[config.mk]
export PLATFORM = sky130hd
export DESIGN_NAME = lcp_front
export DESIGN_NICKNAME = d
export VERILOG_FILES = /design/src/sv/lcp_pkg.sv /design/src/sv/lcp_front.sv
export SDC_FILE = /design/constraint.sdc
export NUM_CORES = 1
export LEC_CHECK = 0
export BUFFER_PORTS_ARGS = -buffer_cell sky130_fd_sc_hd__buf_4
export CAP_MARGIN = 30
export CORE_ASPECT_RATIO = 0.8
export CORE_MARGIN = 8
export CORE_UTILIZATION = 40
export CTS_BUF_LIST = sky130_fd_sc_hd__clkbuf_2
export DETAILED_ROUTE_END_ITERATION = 16
export GPL_ROUTABILITY_DRIVEN = 0
export HOLD_SLACK_MARGIN = 0.08
export PLACE_DENSITY = 0.73
export SETUP_SLACK_MARGIN = 0.05
export SLEW_MARGIN = 20
export SYNTH_ARGS = -nofsm -noshare
export SYNTH_HDL_FRONTEND = slang
export SYNTH_SLANG_ARGS = --single-unit
[constraint.sdc]
create_clock -name clk -period 6.16 [get_ports clk]
set_input_delay 0.924 -clock clk [delete_from_list [all_inputs] [get_ports clk]]
set_output_delay 0.924 -clock clk [all_outputs]
set_load 0.1 [all_outputs]
[src/sv/lcp_pkg.sv]
// shared constants, types and register indexes for the line clipper
`timescale 1ns / 1ps
package lcp_pkg;

    localparam int CB = 16;
    localparam int FB = 16;
    localparam int PW = CB + FB + 1;
    localparam int NST = FB + 5;

    typedef logic signed [CB-1:0] coord_t;
    typedef logic signed [CB:0] wide_t;
    typedef logic [CB-1:0] mag_t;
    typedef logic [FB+1:0] ratio_t;
    typedef logic [FB:0] ufix_t;
    typedef logic [PW-1:0] prod_t;

    typedef enum logic [1:0] {
        REG_X_MIN = 2'd0,
        REG_X_MAX = 2'd1,
        REG_Y_MIN = 2'd2,
        REG_Y_MAX = 2'd3
    } reg_idx_t;

    localparam int B_LEFT = 0;
    localparam int B_RIGHT = 1;
    localparam int B_TOP = 2;
    localparam int B_BOTTOM = 3;

    localparam coord_t X_MIN_RST = coord_t'(0);
    localparam coord_t X_MAX_RST = coord_t'(639);
    localparam coord_t Y_MIN_RST = coord_t'(0);
    localparam coord_t Y_MAX_RST = coord_t'(479);

    localparam ratio_t RATIO_CAP = {2'b10, {FB{1'b0}}};
    localparam ratio_t RATIO_ONE = {2'b01, {FB{1'b0}}};

    typedef struct packed {
        coord_t     sx;
        coord_t     sy;
        mag_t       mag_x;
        mag_t       mag_y;
        logic       neg_x;
        logic       neg_y;
        logic [3:0] p_pos;
        logic [3:0] p_neg;
        logic [3:0] q_neg;
    } seg_t;

endpackage

[src/sv/lcp_front.sv]
// first stage: deltas, boundary distances and their classes
`timescale 1ns / 1ps
module lcp_front import lcp_pkg::*; (
    input  logic   clk,
    input  logic   en,
    input  coord_t start_x,
    input  coord_t start_y,
    input  coord_t end_x,
    input  coord_t end_y,
    input  coord_t x_min,
    input  coord_t x_max,
    input  coord_t y_min,
    input  coord_t y_max,
    output seg_t   seg,
    output mag_t   num [4]
);

    seg_t  seg_reg, seg_next;
    mag_t  num_reg [4];
    mag_t  num_next [4];
    wide_t dx, dy;
    wide_t q [4];
    wide_t aq [4];
    wide_t adx, ady;

    always_comb
    begin
        dx = wide_t'(end_x) - wide_t'(start_x);
        dy = wide_t'(end_y) - wide_t'(start_y);
        q[B_LEFT] = wide_t'(start_x) - wide_t'(x_min);
        q[B_RIGHT] = wide_t'(x_max) - wide_t'(start_x);
        q[B_TOP] = wide_t'(start_y) - wide_t'(y_min);
        q[B_BOTTOM] = wide_t'(y_max) - wide_t'(start_y);
        adx = (dx < 0) ? -dx : dx;
        ady = (dy < 0) ? -dy : dy;
        seg_next.sx = start_x;
        seg_next.sy = start_y;
        seg_next.mag_x = adx[CB-1:0];
        seg_next.mag_y = ady[CB-1:0];
        seg_next.neg_x = dx < 0;
        seg_next.neg_y = dy < 0;
        seg_next.p_pos = {dy > 0, dy < 0, dx > 0, dx < 0};
        seg_next.p_neg = {dy < 0, dy > 0, dx < 0, dx > 0};
        for (int i = 0; i < 4; i++)
        begin
            aq[i] = (q[i] < 0) ? -q[i] : q[i];
            num_next[i] = aq[i][CB-1:0];
            seg_next.q_neg[i] = q[i] < 0;
        end
    end

    always_ff @(posedge clk)
    begin
        if (en)
        begin
            seg_reg <= seg_next;
            num_reg <= num_next;
        end
    end

    assign seg = seg_reg;
    assign num = num_reg;

endmodule

After elaboration in Yosys (flattened, before gate mapping)
Cells that the tools add are included.
Word-level totals
  register bits after elaboration: 142
  latch bits: 0
  bits in writable memories: 0
  ROM bits: 0
  bits of input ports: 130
  output and inout bits: 142
  word-level logic and storage cells: 39
  memories: 0
Operators by class
  $add $sub $neg: 12
  $mul: 0
  div/mod/pow operators: 0
  magnitude comparators: 8
  equality and inequality tests: 0
  shifts and indexed selects: 0
  multiplexer cells: 6
  bitwise operators: 0
  reduce and logical (&&, ||, !) cells: 0
Operators with widths (number)
  < comparator 17 x 1 -> 1 bit, second input constant: 6
  subtractor 16 x 16 -> 17 bit: 6
  2-to-1 mux 16 bit: 6
  negator 16 bit: 6
  > comparator 17 x 1 -> 1 bit, second input constant: 2

Longest topological paths before layout
Gate-level depths: netlist (run 1).
  depth in word-level cells: 3
  gate-level depth with buffers: 14
  depth with buffers taken out: 13

Worst setup path after synthesis (run 1)
Ideal clock, no wire load.
  path type: input -> register
  start: in x_max[0]
  end: reg num_reg, in the netlist num[47], data pin
  library setup time: 0.261 ns
  arrival time: 3.454 ns
  required time: 5.899 ns
  slack: 2.445 ns
  stages: 12
  buffers on the path: 0
  path through: inv_1 ha_1 fa_1 nor2b_1 o2111ai_2 a31oi_1 xnor2_1 o2111ai_1 a2111o_1 or3_1 o211ai_1 xnor2_1
RTL lines
  from (decl): RTL line lcp_front.sv:11  | input coord_t x_max,
  to (signal assigned): RTL line lcp_front.sv:57  | num_reg <= num_next;
  to (decl): RTL line lcp_front.sv:19  | mag_t num_reg [4];

Final worst setup path (run 1)
  start: in start_x[0]
  end: reg seg_reg, in the netlist seg[44], data pin
Between the ends
  cells in the longest elaborated chain, start to end: 3
  elaborated cells between the ends (all ways): 4
  those cells by class: add/sub: 2; order compare: 1; mux: 1
Ends and longest elaborated chain
  from (decl): RTL line lcp_front.sv:6  | input coord_t start_x,
  subtractor 16 x 16 -> 17 bit (*): RTL line lcp_front.sv:28  | dx = wide_t'(end_x) - wide_t'(start_x);
  negator 16 bit / < comparator 17 x 1 -> 1 bit (equally long branches): RTL line lcp_front.sv:34  | adx = (dx < 0) ? -dx : dx;
  2-to-1 mux 16 bit (*): RTL line lcp_front.sv:34
  named net adx[14]: RTL line lcp_front.sv:24  | wide_t adx, ady;
  to (signal assigned): RTL line lcp_front.sv:56  | seg_reg <= seg_next;
  to (decl): RTL line lcp_front.sv:18  | seg_t seg_reg, seg_next;
The timed path passes the listed nets; every way through them passes the cells marked *.
A chain may end at the register's enable or synchronous reset.

==> results of run 1 <==
## per-layer routing
metal	vias up	part of all wire (%)	GRT usage, %
li1	4672	-	-
met1	4541	47	27.1
met2	318	44	29.9
met3	61	6.3	4.53
met4	0	2.9	7.41
met5	-	0	0
## kinds of logic after synthesis
logic type               Yosys count  synth area share [%]
buffers and inverters            138                  5.12
multiplexers                       6                 0.560
AO/OA/AOI/OAI                    288                  18.1
adder cells (fa/ha/maj)          108                  12.7
AND/OR/NAND/NOR                  312                  14.7
XOR/XNOR                         144                  11.5
flip-flops                       136                  37.3
## path summary, 6_finish.rpt
kind	start	to	slack [ns]	cells after the start
min	start_y[13]	seg[59]	0.36	1
max	start_x[0]	seg[44]	2.65	12
## critical path: cells and delay by family
kind | cells | cell delay (ns)
xor+xnor | 2 | 0.35
fa+ha+maj | 2 | 0.65
buf+inv | 1 | 0.14
simple gates | 5 | 1.54
compound gates | 2 | 0.38
## synth_stat cells, types with 7 or more instances
master,n,area share (%)
o211ai_1,7,0.48
o31a_1,11,0.88
o21ai_0,64,2.9
nor3b_1,8,0.55
nand3_1,25,1.1
xnor2_1,89,7.1
a31oi_1,22,1.3
nand3b_1,7,0.48
nand2_1,50,1.7
ha_1,102,12
nor2b_1,23,1.3
nor2_1,91,3.1
a21o_1,22,1.5
o31ai_1,16,1.1
o2111ai_1,7,0.56
a21oi_1,50,2.3
and3_1,11,0.63
o21a_1,24,1.6
xor2_1,55,4.4
clkbuf_1,13,0.45
or3_1,12,0.69
edfxtp_1,136,37
inv_1,110,3.8
nor4_1,8,0.46
nor3_1,28,1.3
nand2b_1,14,0.80
and2_1,11,0.63
## final cells by class
cell class,instances,area (um2)
fillers,2508,13500
multi-input cells,858,6310
flip-flops and latches,136,4080
repair buffers,276,2090
well taps,364,455
inverters,113,424
clock inverters,13,129
clock buffers,19,95.1
diodes,1,2.50
## power breakdown
part / total, mW / internal, mW / leakage, nW / switching [mW]
logic: 2.54 / 0.644 / 4.56 / 1.89
clock network: 0.560 / 0.186 / 0.131 / 0.374
registers: 1.30 / 1.24 / 1.33 / 0.0535
==> run summary, run 1 <==
Post-route cell area: 13600 um2
Fin crit share: 56.9%
GRT overflow: 0
Rel. slew slack: 34.2%
Synth Warn #: 0
DR vias/cell: 5.39
Worst Hold Class: input port to flop
CTS clk-pin slew, worst paths: 0.25 ns
CP Cell Sequence: buf_4 -> ha_1 -> fa_1 -> nor2b_1 -> o21a_1 -> nor2_1 -> xnor2_1 -> or3_1 -> or2_2 -> nor3_1 -> a41oi_1 -> xnor2_1
Syn Nets: 1370
Die width: 201 um
Pre-CTS WS: 1.72 ns
Post-CTS sizing: 0
Share of layout cells above drive strength 1: 23.1%
Final WL: 33800 um
Hold Buf Count CTS: 0
Largest register FFs: 72
Setup crit end kind: flop
Max stage delay on crit path: 0.62 ns
DRC viols: 0
Final setup TNS: 0 ns
Worst-Margin Slew: 0.976 ns
RSZ-0062 raised after global routing: no
CP Data Required Time: 6.63 ns
LEAKAGE: 6.02 nW
Max Cap Viol: 0
Setup ws final: 2.65 ns
Post-Syn Instances: 1132
Largest net degree at the start of global routing: 102
CP max-delay cell: nor3_1
Post-synth EDFFs: 136
Commonest non-fill, non-tap cells in the layout: buf_4, edfxtp_1, inv_1
Post-DP HPWL: 27500 um
Achievable frequency: 285 MHz
Antenna Nets Post-Route: 0
TritonCTS clock tree: done
CP max FO: 5
Global-route wire length before repair: 51400 um
Total track usage: 19.7%
Tmin final: 3.51 ns
Total iterations of the first detailed-routing run: 5
Initial DRC count: 702
Wire length per cell: 19.0 um
CTS Buf Count: 17
Post-CTS Setup Bufs: 0
Max H-tree Level: 4
Final hold vios: 0
Row cnt: 54
I/O pin cnt: 272
Syn Area/Cell: 9.68 um2
Clock Tree Buf Depth: 2
Arrival time of the worst setup path: 3.98 ns
Worst vdd ir: 0.000257 V
DIE HEIGHT: 164 um
Status: complete, no violations
Synth Flop Type: edfxtp_1
Final Util: 50.2%
Sequential element share of the synthesized area: 37.3%
Critical setup path kind: input port to flop
# placed instances: 1744
Pins over their slew limit: 0
Power Total: 4.39 mW
Antenna violations before repair: 1
Die area: 33000 um2
Crit-path most repeated cell: xnor2_1
Non-filler cells in the finished layout: 1780
Number of synthesized register bits: 136
Via count: 9592
CTS sink cnt: 136
Critical Path Source Type: input port
Syn Std Cell Area: 11000 um2
Fin nets: 1640
Distinct cells, synth: 78
Initial Utilization: 40.4%
# setup viols final: 0
Post-DP Area: 13300 um2
PortBufs: 271
Most common cell after layout, fill and taps aside: buf_4
Area Overhead vs Synth: 24.1%
CTS Root Cell: clkbuf_2
Power Density: 323 nW/um2
Vias in the first global route: 9333
Async SR Flop Fraction: 0%
Hold_ws: 0.362 ns
Core ar.: 27100 um2
No activity file was read; power rests on OpenSTA's default activity.
==> inputs of run 2 (changes only) <==
--- a/config.mk
+++ b/config.mk
@@ -14,7 +14,7 @@
 export DETAILED_ROUTE_END_ITERATION = 16
 export GPL_ROUTABILITY_DRIVEN = 0
 export HOLD_SLACK_MARGIN = 0.08
-export PLACE_DENSITY = 0.73
+export PLACE_DENSITY = 0.75
 export SETUP_SLACK_MARGIN = 0.05
 export SLEW_MARGIN = 20
 export SYNTH_ARGS = -nofsm -noshare
==> constraint.sdc (replaced) <==
create_clock -name clk -period 2.9 [get_ports clk]
set_input_delay 0.435 -clock clk [delete_from_list [all_inputs] [get_ports clk]]
set_output_delay 0.435 -clock clk [all_outputs]
set_load 0.1 [all_outputs]
==> run 2 against run 1 <==
Against the previous run:
- first-iteration DRC count fell by 12%
- utilization up 10 points
- via count is 11% higher
- critical path depth grew 2
- critical endpoint is now num[63]
- largest cell class unchanged
==> run summary, run 2 (synthesis gave the netlist of run 1 again) <==
Status: complete, no violations
Clock Tree Buf Depth: 2
Critical Path Source Type: input port
Wire length per cell: 17.2 um
Power Density: 621 nW/um2
Sw Share: 50.2%
Global-route wire length before repair: 55500 um
DR vias/cell: 5.13
Sequential Power Share: 27.2%
Row cnt: 54
Worst Hold Class: input port to flop
Most common cell after layout, fill and taps aside: buf_4
Post-DP Area: 15700 um2
I/O pin cnt: 272
CTS Buf Count: 17
Critical setup path kind: input port to flop
Achievable frequency: 353 MHz
Tmin final: 2.83 ns
Setup crit end kind: flop
Fin nets: 1941
Core ar.: 27100 um2
Die area: 33000 um2
Antenna Nets Post-Route: 0
Initial Utilization: 40.4%
Share of total power in the clock network: 12.7%
Arrival time of the worst setup path: 3.35 ns
Max stage delay on crit path: 0.55 ns
Total track usage: 20.9%
Vias in the first global route: 10600
DIE HEIGHT: 164 um
Largest net degree at the start of global routing: 55
Switching pwr: 5.09 mW
CTS sink cnt: 136
Final Util: 60.3%
Gate power share: 60.1%
Share of layout cells above drive strength 1: 38.1%
PortBufs: 271
Die width: 201 um
CP Cell Sequence: buf_4 -> dlygate4sd3_1 -> buf_4 -> ha_4 -> nand3_2 -> nor3_2 -> o31a_1 -> a211oi_2 -> buf_4 -> o211a_4 -> a311oi_4 -> nand4_1 -> mux2i_1 -> a22o_1
DRC viols: 0
Commonest non-fill, non-tap cells in the layout: buf_4, edfxtp_1, inv_1
Buffers and inverters on the worst path: 4
CP Data Required Time: 3.42 ns
Max Cap Viol: 0
Largest register FFs: 72
Delay-heaviest family, CP: compound AO/OA/AOI/OAI gates
Total iterations of the first detailed-routing run: 5
Worst vdd ir: 0.000462 V
GRT overflow: 0
Crit-path most repeated cell: buf_4
Pins over their slew limit: 0
Max H-tree Level: 4
LEAKAGE: 7.55 nW
CTS clk-pin slew, worst paths: 0.25 ns
Worst-Margin Slew: 0.644 ns
Hold Path Origin: en
Post-DP HPWL: 29500 um
CTS Root Cell: clkbuf_2
Final WL: 35800 um
Final hold vios: 0
Antenna violations before repair: 3
Cell internal pwr: 5.05 mW
TritonCTS clock tree: done
Crit. Startpoint: start_x[10]
Via count: 10700
Initial DRC count: 619
Area Overhead vs Synth: 49.1%
CP max FO: 3
Rel. slew slack: 56.6%
# setup viols final: 0
Fin crit share: 97.6%
Hold_ws: 0.159 ns
CP max-delay cell: dlygate4sd3_1
Post-route cell area: 16300 um2
RSZ-0062 raised after global routing: yes
Filler cells: 2274
run 2: changes by cell type in the layout (fill, tap and decap cells not counted), sizes merged:
cell         previous run  this run
buf                   276       545
dlygate4sd3             0        32
clkbuf                 19        17
clkinvlp                3         1
diode                   1         3
inv                   115       117
bufinv                  2         3
run 2: worst paths after layout:
path / cells after the start / slack, ns / to
min: 1 / 0.16 / num[25]
max: 14 / 0.07 / num[63]
run 2: per-stage QoR:
stage / std cells / power [mW] / TNS, ns / setup slack (ns)
5_1_grt: 2082 / 10.6 / 0 / 0.0199
3_3_place_gp: 2015 / 8.73 / -22.83 / -0.456
6_report: 2082 / 10.1 / 0 / 0.0701
3_5_place_dp: 2015 / 8.83 / -29.21 / -0.531
2_1_floorplan: 1132 / 7.05 / -1.23 / -0.162
4_1_cts: 2078 / 10.2 / 0 / 0.0612
run 2: cell type report:
type / count / area (um2) / share of cell area (%)
multi-input combinational: 858 / 6640 / 40.6
timing repair buffer: 577 / 4470 / 27.3
sequential: 136 / 4080 / 25.0
tap: 364 / 455 / 2.79
inverter: 113 / 432 / 2.64
clock inverter: 14 / 173 / 1.06
clock buffer: 17 / 85.1 / 0.521
antenna: 3 / 7.51 / 0.0460
run 2: routing by layer:
metal | vias up | wire length [um] | track usage, %
met4 | 0 | 1350 | 8.68
met3 | 70 | 1840 | 3.61
met2 | 293 | 16700 | 35.0
li1 | 5285 | - | -
met5 | - | 0 | 0
met1 | 5023 | 15900 | 26.7
run 2: repair_timing:
item	4_1_cts	5_1_grt
setup buffers	0	1
endpoints found under the setup margin	0	14
resized for setup	0	15
hold buffers	32	0
endpoints found under the hold margin	32	0
run 2: power by group through the flow:
stage                     logic, mW  clock network [mW]  registers (mW)
after floorplan                1.74                   0            5.30
after global placement         5.93                   0            2.81
after detailed placement       6.02                   0            2.80
after CTS                      6.08                1.31            2.76
after global routing           6.41                1.37            2.79
final                          6.10                1.28            2.76
