<file path="config.mk">
export PLATFORM = sky130hd
export DESIGN_NAME = lcp_div
export DESIGN_NICKNAME = d
export VERILOG_FILES = /design/src/sv/lcp_pkg.sv /design/src/sv/lcp_div.sv
export SDC_FILE = /design/constraint.sdc
export NUM_CORES = 1
export LEC_CHECK = 0
export BUFFER_PORTS_ARGS = -buffer_cell sky130_fd_sc_hd__clkbuf_2
export CORE_MARGIN = 2
export CORE_UTILIZATION = 50
export CTS_CLUSTER_SIZE = 30
export DETAILED_ROUTE_END_ITERATION = 7
export HOLD_SLACK_MARGIN = 0.03
export PLACE_DENSITY = 0.7
export SLEW_MARGIN = 25
export SYNTH_ARGS = -nofsm -noshare
export SYNTH_HDL_FRONTEND = slang
export SYNTH_SLANG_ARGS = --single-unit
</file>
<file path="constraint.sdc">
create_clock -name clk -period 3.3 [get_ports clk]
set_input_delay 0.165 -clock clk [delete_from_list [all_inputs] [get_ports clk]]
set_output_delay 0.165 -clock clk [all_outputs]
set_load 0.005 [all_outputs]
</file>
<file path="src/sv/lcp_pkg.sv">
// shared constants, types and register indexes for the line clipper
`timescale 1ns / 1ps
package lcp_pkg;

    localparam int CB = 16;
    localparam int FB = 16;
    localparam int PW = CB + FB + 1;
    localparam int NST = FB + 5;

    typedef logic signed [CB-1:0] coord_t;
    typedef logic signed [CB:0] wide_t;
    typedef logic [CB-1:0] mag_t;
    typedef logic [FB+1:0] ratio_t;
    typedef logic [FB:0] ufix_t;
    typedef logic [PW-1:0] prod_t;

    typedef enum logic [1:0] {
        REG_X_MIN = 2'd0,
        REG_X_MAX = 2'd1,
        REG_Y_MIN = 2'd2,
        REG_Y_MAX = 2'd3
    } reg_idx_t;

    localparam int B_LEFT = 0;
    localparam int B_RIGHT = 1;
    localparam int B_TOP = 2;
    localparam int B_BOTTOM = 3;

    localparam coord_t X_MIN_RST = coord_t'(0);
    localparam coord_t X_MAX_RST = coord_t'(639);
    localparam coord_t Y_MIN_RST = coord_t'(0);
    localparam coord_t Y_MAX_RST = coord_t'(479);

    localparam ratio_t RATIO_CAP = {2'b10, {FB{1'b0}}};
    localparam ratio_t RATIO_ONE = {2'b01, {FB{1'b0}}};

    typedef struct packed {
        coord_t     sx;
        coord_t     sy;
        mag_t       mag_x;
        mag_t       mag_y;
        logic       neg_x;
        logic       neg_y;
        logic [3:0] p_pos;
        logic [3:0] p_neg;
        logic [3:0] q_neg;
    } seg_t;

endpackage

</file>
<file path="src/sv/lcp_div.sv">
// pipelined restoring divider, one quotient bit per stage, capped at 2.0
`timescale 1ns / 1ps
module lcp_div import lcp_pkg::*; (
    input  logic    clk,
    input  logic [FB:0] en,
    input  mag_t    num,
    input  mag_t    den,
    output ratio_t  quo
);

    mag_t  rem_reg [FB+1];
    mag_t  den_reg [FB+1];
    ufix_t quo_reg [FB+1];
    logic  cap_reg [FB+1];

    logic  cap0, ge0;
    mag_t  rem0;

    always_comb
    begin
        cap0 = {1'b0, num} >= {den, 1'b0};
        ge0 = num >= den;
        rem0 = ge0 ? num - den : num;
    end

    always_ff @(posedge clk)
    begin
        if (en[0])
        begin
            rem_reg[0] <= rem0;
            den_reg[0] <= den;
            quo_reg[0] <= {{FB{1'b0}}, ge0};
            cap_reg[0] <= cap0;
        end
    end

    for (genvar j = 1; j <= FB; j++)
    begin : g_step
        logic [CB:0] shifted, diff;
        logic        ge;
        mag_t        rem_next;
        ufix_t       quo_next;

        always_comb
        begin
            shifted = {rem_reg[j-1], 1'b0};
            diff = shifted - {1'b0, den_reg[j-1]};
            ge = shifted >= {1'b0, den_reg[j-1]};
            rem_next = ge ? diff[CB-1:0] : shifted[CB-1:0];
            quo_next = {quo_reg[j-1][FB-1:0], ge};
        end

        always_ff @(posedge clk)
        begin
            if (en[j])
            begin
                rem_reg[j] <= rem_next;
                den_reg[j] <= den_reg[j-1];
                quo_reg[j] <= quo_next;
                cap_reg[j] <= cap_reg[j-1];
            end
        end
    end

    assign quo = cap_reg[FB] ? RATIO_CAP : {1'b0, quo_reg[FB]};

endmodule

</file>
**Word level (Yosys, flattened, before mapping)**

Memory sizes are Yosys's and may differ from the RTL's.
Index checks and enable logic that the tools add are counted.

- Output and inout port bits: 18
- RAM bits: 850
- Memories kept: 4
- Flip-flop bits (word level): 0
- Word-level logic and storage cells: 91
- Input bits: 50

Memory list:

| name | depth | width | read ports | clocked after memory_dff | wr ports | RTL line | RTL |
|---|---|---|---|---|---|---|---|
| quo_reg | 17 | 17 | 17 | 0 | 17 | lcp_div.sv:13 | `ufix_t quo_reg [FB+1];` |
| den_reg | 17 | 16 | 16 | 0 | 17 | lcp_div.sv:12 | `mag_t den_reg [FB+1];` |
| rem_reg | 17 | 16 | 16 | 0 | 17 | lcp_div.sv:11 | `mag_t rem_reg [FB+1];` |
| cap_reg | 17 | 1 | 17 | 0 | 17 | lcp_div.sv:14 | `logic cap_reg [FB+1];` |

- Add/subtract/negate cells: 17
- Multiplexer cells: 52
- Magnitude comparators: 18

Operators by type and width:

| cell | number |
|---|---|
| 17-bit by 16-bit greater-or-equal comparator with 1-bit output | 16 |
| 16-bit 2-to-1 mux | 17 |
| 16-bit subtractor | 17 |
| 1-bit 2-to-1 mux | 34 |
| 18-bit 2-to-1 mux | 1 |
| 16-bit by 17-bit greater-or-equal comparator with 1-bit output | 1 |
| 16-bit greater-or-equal comparator | 1 |

**Logic depth before layout (Yosys ltp)**

Gate-level depths: netlist of the first run.
An unclocked memory read counts as a cell.

- Depth in word-level cells: 3
- Mapped depth: 13
- Depth with buffers taken out: 12

**Worst setup path after synthesis of the first run**

OpenSTA, ideal clock, no wires.

- Path type: reg2reg
- Start: memory den_reg[0][225] (netlist bit)
- End: memory rem_reg[0][245] (netlist bit), data pin
- Path slack: 0.501 ns
- Data arrival time: 2.539 ns
- Required time: 3.040 ns
- Path buffers: 1
- Cell stages (with the launch flop): 11
- Path through: edfxtp_1 inv_1 ha_1 nor2b_1 o31a_1 o31ai_1 a2111oi_2 o21ai_0 a31o_2 buf_4 mux2_2

RTL lines:

| what | RTL line |
|---|---|
| from (decl) | lcp_div.sv:12 |
| to (decl) | lcp_div.sv:11 |

==> results.txt, run 1 <==
- Share of the yosys chip area belonging to registers: between 50% and 60%
- Summed over all cells, the static leakage comes to approximately 17 nW.
- Fill cells: 5801
* Nets: approximately 3600
- After technology mapping, the gate count stands at 3066.
* Endpoint kind of the worst setup timing path: flop
* Growth of design area from synthesis to finish: 12.0%
* Arrival time of data at the critical path endpoint: 3510 ps
* Total power consumption of the routed design: 38.7 mW
- Counting both buffers and inverters, the worst setup path holds a total of 1.
* Number of routed nets with antenna violations: 0
* Post-synth cell types: between 70 and 80
* Number of top-level pins: 68
* H-Tree Level Count: 3
- Clock tree skew after final layout: between 30 and 40 ps
- The worst hold path belongs to the class primary input to flop.
- The clock drives 682 sinks.
- Peak Freq: about 0.32 GHz
- Port buffer count: 67
- Path type of the worst setup path: flop to flop
* Maxcap violations: 0
* Die height: around 280 um
- Asr flop ratio synth: 0%
* Post-placement setup slack: -33.9 ps
* Worst-margin pin slew: about 950 ps
- Initial antenna violation count: 0
* Mapped Nets: around 3400
- Routed via count divided by cell count: approximately 5.6
* Mean post-synth cell area: roughly 12 sq um
- For this run, design rule violations remaining after detail routing come to 0.
- Total power density per cell area: 936 nW/um^2
* Worst IR drop on VDD: roughly 0.00059 V
- Placeable core region: 73000 sq um
* Count of pins over their slew limit: 0
- In the final timing run, aggregate negative setup slack is 0 ps.
- Summing all non-filler instances in the final layout gives an area of 41300 sq um.
- In the post-synthesis netlist, the cell with the most instances is edfxtp_1.
* Run status: finished, final reports clean
- Sequential cell fraction of total power: a little over a third
- Of all nets on the critical path, the largest fanout is 16.
- The startpoint identified for the worst hold timing path is en[16].
- Core Util, Final: 56.6%
- The first global-routing pass estimated 120000 um of wire.
- Final worst-path setup slack: between 150 and 200 ps
* Antenna cells: 0
- Starting density of the core: between 50 and 60%
- Among all flip-flop cells after synthesis, the most frequent one is edfxtp_1.
- By count the netlist is led by 682 x edfxtp_1, 358 x inv_1, 286 x ha_1, 172 x nand2_1, 168 x a21oi_1.
- CTS max path bufs: 3
- Net switching is about a third of the power.
* Fraction of post-synthesis cell area in the top cell type by area: a little under three fifths
- Register clock-pin slew on the reported worst setup and hold paths: ~70 ps
- TritonCTS created between 70 and 80 clock buffers.
- Portion of the clock cycle consumed by the worst path in the final layout: a little over nine tenths
- Worst path top cell family by delay: compound AO/OA/AOI/OAI gates
- The largest single stage delay on the critical path is about 430 ps.
- Of the total power, combinational logic draws roughly 43%.
* Period minus WS final: approximately 3100 ps
- Source of the critical timing path: den_reg[0][161]
* Worst setup SP type: flop
- Share of post-route cells with drive strength above 1: between 10% and 20%
- Insertion delay of the later-clocked pin in the worst-skew pair: approximately 630 ps
- The tree is rooted in a clkbuf_16.
* Final HPWL DP: 56200 um
* TritonCTS clock tree: done
- In this run the cell area of the synthesized design comes to 36900 sq um.
- Number of register bits inferred by synthesis: about 680
- Yosys printed 0 warnings.
- Wires add up to 74900 um.
- Number of flops mapped to enable cells by yosys: just under 700
- Cell types with the largest area share after synthesis: edfxtp_1 56%, ha_1 9.7%, mux2_2 3.9%
- The detailed router placed between 20000 and 25000 vias in this run.
- Power spent charging and discharging nets: approximately 14 mW
- Vias in the first global route: 23500
* Slowest stage cell on the critical path: edfxtp_1
- After the first detailed-routing iteration, the DRC count stood at between 1500 and 2000.
- For this run the aggregate overflow at the end of global routing stands at 0.
* Endpoint required time on the critical path: between 3000 and 4000 ps
- The biggest area contributor in the post-synthesis netlist is edfxtp_1.
- Internal: ~25 mW
- Final routed wire length divided by cell count: between 15 and 20 um
- The hold violation total from the final report came to 0.
* Setup violation total in the final timing report: 0
- Area of the die: about 76000 sq um
* Number of placement rows: between 90 and 100
- Of the total power, the clock network draws 20.6%.
- Maximum number of pins on one net before global-route repair: 48
- Global placer's final weighted congestion: 0.890
* Area after DPL: around 39000 sq um
- Headroom to the max-slew limit came out at ~36%.
* Width of the die: approximately 280 um
* Cell chain of the critical path: inv_1 > ha_1 > nor2b_1 > o2111a_1 > o31ai_1 > a211oi_1 > o31ai_2 > and2b_1 > a21oi_4 > mux2_1
- The startpoint identified for the worst register-to-register timing path is den_reg[0][161].
* First-pass iteration count of the detailed router: 5
* Global router's overall resource usage: between 10% and 20%
layer usage:
layer	up-vias	wire (um)	GRT usage [%]
met5	-	0	0
met4	0	1770	5.65
met3	129	2940	2.91
met2	561	37400	34.2
met1	11500	32800	25.2
li1	11600	-	-
cell type report:
class / instances / area [sq um] / area share, %
Clock buffer: 83 / 1890 / 4.56
Multi-Input combinational cell: 1981 / 14900 / 36.1
Sequential cell: 682 / 20500 / 49.6
Inverter: 360 / 1350 / 3.27
Tap cell: 959 / 1200 / 2.90
Timing Repair Buffer: 139 / 1050 / 2.54
Clock inverter: 51 / 442 / 1.07
power groups by stage:
stage	Clock [mW]	Combinational, mW	Sequential, mW
2_1_floorplan	0	12.7	13.5
4_1_cts	8.17	16.5	14.0
5_1_grt	8.48	18.6	14.2
6_report	7.96	16.7	14.0
3_3_place_gp	0	15.8	14.1
3_5_place_dp	0	16.3	14.2
through the flow:
step | hold WS, ps | cells
global route | 96.0 | 4255
floorplan | 264 | 3066
detailed placement | 363 | 4085
finish | 89.3 | 4255
global placement | 361 | 4085
CTS | 70.2 | 4252
cells in the final DEF (no fill, tap or decap), drive strengths merged, types with 15 or more instances in the layout:
master,n
nor2b,71
mux2,139
nand2b,34
ha,286
a21oi,172
inv,365
a21o,69
o211ai,16
nand4,29
dlygate4sd3,34
clkbuf,147
mux2i,17
o21bai,21
o21ai,160
o31ai,39
nand3,59
nor2,166
a31oi,15
nand2,172
a211oi,33
fa,16
clkinv,33
o21a,44
buf,41
xor2,57
xnor2,108
edfxtp,682
nor3,59
and3,18
worst reg2reg max path, stage by stage (launching register included):
cell and delay (ps):
edfxtp_1 430, inv_1 90, ha_1 230, nor2b_1 160, o2111a_1 250, o31ai_1 410, a211oi_1 170, o31ai_2 350
and2b_1 250, a21oi_4 180, mux2_1 360
cells by family (layout without fill, tap and decap cells):
kind of cell | after synthesis | after routing | share of synthesized area (%)
flops | 682 | 682 | 55.5
compound gates | 679 | 679 | 12.0
simple gates | 679 | 679 | 8.97
buf+inv | 403 | 633 | 4.26
fa+ha+maj | 302 | 302 | 10.6
xor+xnor | 165 | 165 | 3.92
mux | 156 | 156 | 4.78
timing repair:
| action | 4_1_cts | 5_1_grt |
|---|---|---|
| pin swaps | 0 | 1 |
| gates resized for setup | 2 | 12 |
| hold buffers | 33 | 1 |
| endpoints found under the setup margin | 17 | 71 |
| endpoints found under the hold margin | 34 | 11 |
| gates cloned | 0 | 0 |
| setup buffers | 0 | 1 |
final timing paths:
path,slack [ps],to,cells past startpoint
worst max-delay path,150,rem_reg[0][183],10
worst min-delay path,90,quo_reg[0][273],1
worst max register to register,150,rem_reg[0][183],10
worst min register to register,400,cap_reg[1][6],0
Note: power is estimated with default switching activity, not from simulation.
==> inputs of run 2 (changes only) <==
- clock period: 3.3 -> 3.2 ns (I/O delays scaled with it)
==> run 2 against run 1 <==
  * Flip-flop and latch count unchanged
  * Global-route usage up 0.50 points
  * Cell area up 1.0%
  * Cell count up 0.42%
  * Clock power up 13%
  * Clock-buffer cell count unchanged
  * Via count up 0.54%
  * Die area unchanged
  * Register-to-register slack worse by 20 ps
  * Largest cell class unchanged
  * Highest routed layer unchanged
==> results.txt, run 2 (synthesis results as in run 1) <==
* Final TNS setup: 0 ps (unchanged)
* Worst min-delay path category: primary input to flop
- The worst hold path begins at en[13].
- The final worst clock skew came to 27.9 ps (-4.27 ps).
- The library cell used most frequently in the layout, excluding fill and tap cells, is edfxtp_1.
- Total power density per cell area: 980 nW/um^2 (+4.7%)
* Antenna cells: 0 (unchanged)
- Post-route insts no fill: 4273 (+0.42%)
* Worst max-slew margin expressed relative to the limit: 35.2% (-1.2 points)
- The flow ran to the end, and the final reports show no timing, DRC or antenna violations.
- The required time at the worst-slack endpoint came to 3590 ps (-70 ps).
- The worst-path maximum fanout is 17 (+1).
* Share of post-route cells with drive strength above 1: 12.7% (+1.1 points)
- The total power draw is 40.9 mW (+5.8%).
- Placeable core region: 73000 sq um (unchanged)
- The critical path data arrival time came to 3450 ps (-60 ps).
* Path type of the worst setup path: flop to flop
* TritonCTS clock tree: done
- The global router's overall resource usage is 20.1% (+0.50 points).
- The largest net degree at the start of global routing was 43 (-10%).
- The routed via count divided by cell count was 5.59 (+0.12%).
* Die height: 276 um (unchanged)
- Worst IR drop on VDD: 0.000595 V (+0.71%)
* Final Hold Viols: 0 (unchanged)
* Cts bufs inserted: 75 (+2.7%)
* Worst setup SP type: flop
- Drc violations: 0 (unchanged)
- Peak Freq: 0.326 GHz (+2.7%)
- Global placer's final weighted congestion: 0.899 (+1.0%)
- The post-route fraction of the period consumed by the critical path was 95.8% (+0.37 points).
* Detailed Route WL: 75900 um (+1.2%)
- Number of top-level pins: 68 (unchanged)
- Reg-to-reg critical path startpoint: den_reg[0][1]
- H-Tree Level Count: 3 (unchanged)
- The number of antenna violations at the first check in global routing was 0 (unchanged).
- Number of routed nets with antenna violations: 0 (unchanged)
- Wire length of the first global-routing pass: 122000 um (+2.1%)
* Area of the die: 75900 sq um (unchanged)
* Endpoint kind of the worst setup timing path: flop
- Final HPWL DP: 56800 um (+1.2%)
* Most frequent cells in the layout: 682 x edfxtp_1, 358 x inv_1, 286 x ha_1
- Maxcap violations: 0 (unchanged)
* Setup violation total in the final timing report: 0 (unchanged)
- The global-route congestion overflow total was 0 (unchanged).
- The number of global-route vias before repair came to 23900 (+1.7%).
- The net count of the finished layout is 3605 (+0.45%).
- Number of placement rows: 99 (unchanged)
* Buffer cell driving the clock tree root: clkbuf_16
- The area growth from synthesis to layout is 13.2%.
- Leakage power summed over all cells: 17.0 nW (+1.4%)
- First-pass iteration count of the detailed router: 6 (+1)
- Source of the critical timing path: den_reg[0][1]
* Worst-margin pin slew: 972 ps (+18.0 ps)
* Period minus WS final: 3060 ps (-83.6 ps)
- Final routed wire length divided by cell count: 17.8 um (+0.78%)
* Insertion delay of the later-clocked pin in the worst-skew pair: 640 ps (about the same)
- The final number of max-transition violations was 0 (unchanged).
- Detailed-route via count: 23900 (+0.54%)
- Port buffer count: 67 (unchanged)
- The clock edge transition at the registers on the reported setup and hold paths came to 60 ps (about the same).
* Clock sink count: 682 (unchanged)
- Width of the die: 276 um (unchanged)
- CTS max path bufs: 3 (unchanged)
- The initial core utilization is 50.5% (unchanged).
- The total instance count after detailed placement came to 4098 (+0.32%).
- Iteration-0 DRC count of the detailed router: 1871 (+6.2%)
[run 2: cell count changes in the layout (fill, tap and decap cells not counted), moves of 3 or more]
cell       previous run  this run
clkinv_1             21         5
buf_4                31        45
clkinv_2             10        21
bufinv_16             6        11
clkinv_16             0         3
[run 2: power by group]
part / leakage, nW / internal, mW / total (mW) / switching, mW
Sequential: 6.68 / 13.2 / 14.5 / 1.30
Clock: 1.27 / 5.30 / 9.02 / 3.71
Combinational: 9.06 / 8.15 / 17.5 / 9.30
[run 2: worst max-delay path, cell delays in order, from the launching register on]
cell	delay, ps
edfxtp_1	390
inv_1	60
ha_1	280
nor2b_1	130
o21a_1	140
o21ai_1	90
a21oi_1	360
a21oi_2	160
a2111oi_1	450
a2111o_1	220
buf_12	170
mux2_2	350
[run 2: repair_timing]
action / in CTS / in global routing
pin swaps: 0 / 5
hold buffers: 32 / 0
setup buffers: 0 / 5
endpoints found under the hold margin: 33 / 0
endpoints found under the setup margin: 17 / 90
resized for setup: 2 / 15
[run 2: layer usage]
metal / global-route usage [%] / up-vias / routed length (um)
li1: - / 11700 / -
met1: 25.4 / 11500 / 32500
met2: 35.6 / 555 / 38300
met3: 2.84 / 152 / 2930
met4: 6.23 / 0 / 2050
met5: 0 / - / 0
[run 2: through the flow]
| step | util [%] | setup WS, ps | hold WS, ps | area [sq um] |
|---|---|---|---|---|
| final | 57.2 | 136 | 66.1 | 41700 |
| after global routing | 57.2 | -5.88 | 83.6 | 41700 |
| after CTS | 57.1 | 7.76 | 55.4 | 41600 |
| after detailed placement | 53.0 | -34.3 | 358 | 38700 |
| after global placement | 53.0 | 20.3 | 357 | 38700 |
| after floorplan | - | 401 | 259 | 36900 |
[run 2: cell type report]
class | count | area [sq um]
Inverter | 360 | 1350
Clock buffer | 83 | 1910
Fill cell | 5877 | 31200
Timing Repair Buffer | 153 | 1170
Tap cell | 959 | 1200
Clock inverter | 55 | 712
Multi-Input combinational cell | 1981 | 14900
Sequential cell | 682 | 20500
[run 2: path summary, 6_finish.rpt]
kind	endpoint	slack (ps)	depth (start not counted)
worst max-delay path	rem_reg[0][20]	140	11
worst min-delay path	cap_reg[1][5]	70	1
worst max register to register	rem_reg[0][20]	140	11
worst min register to register	quo_reg[0][177]	400	0
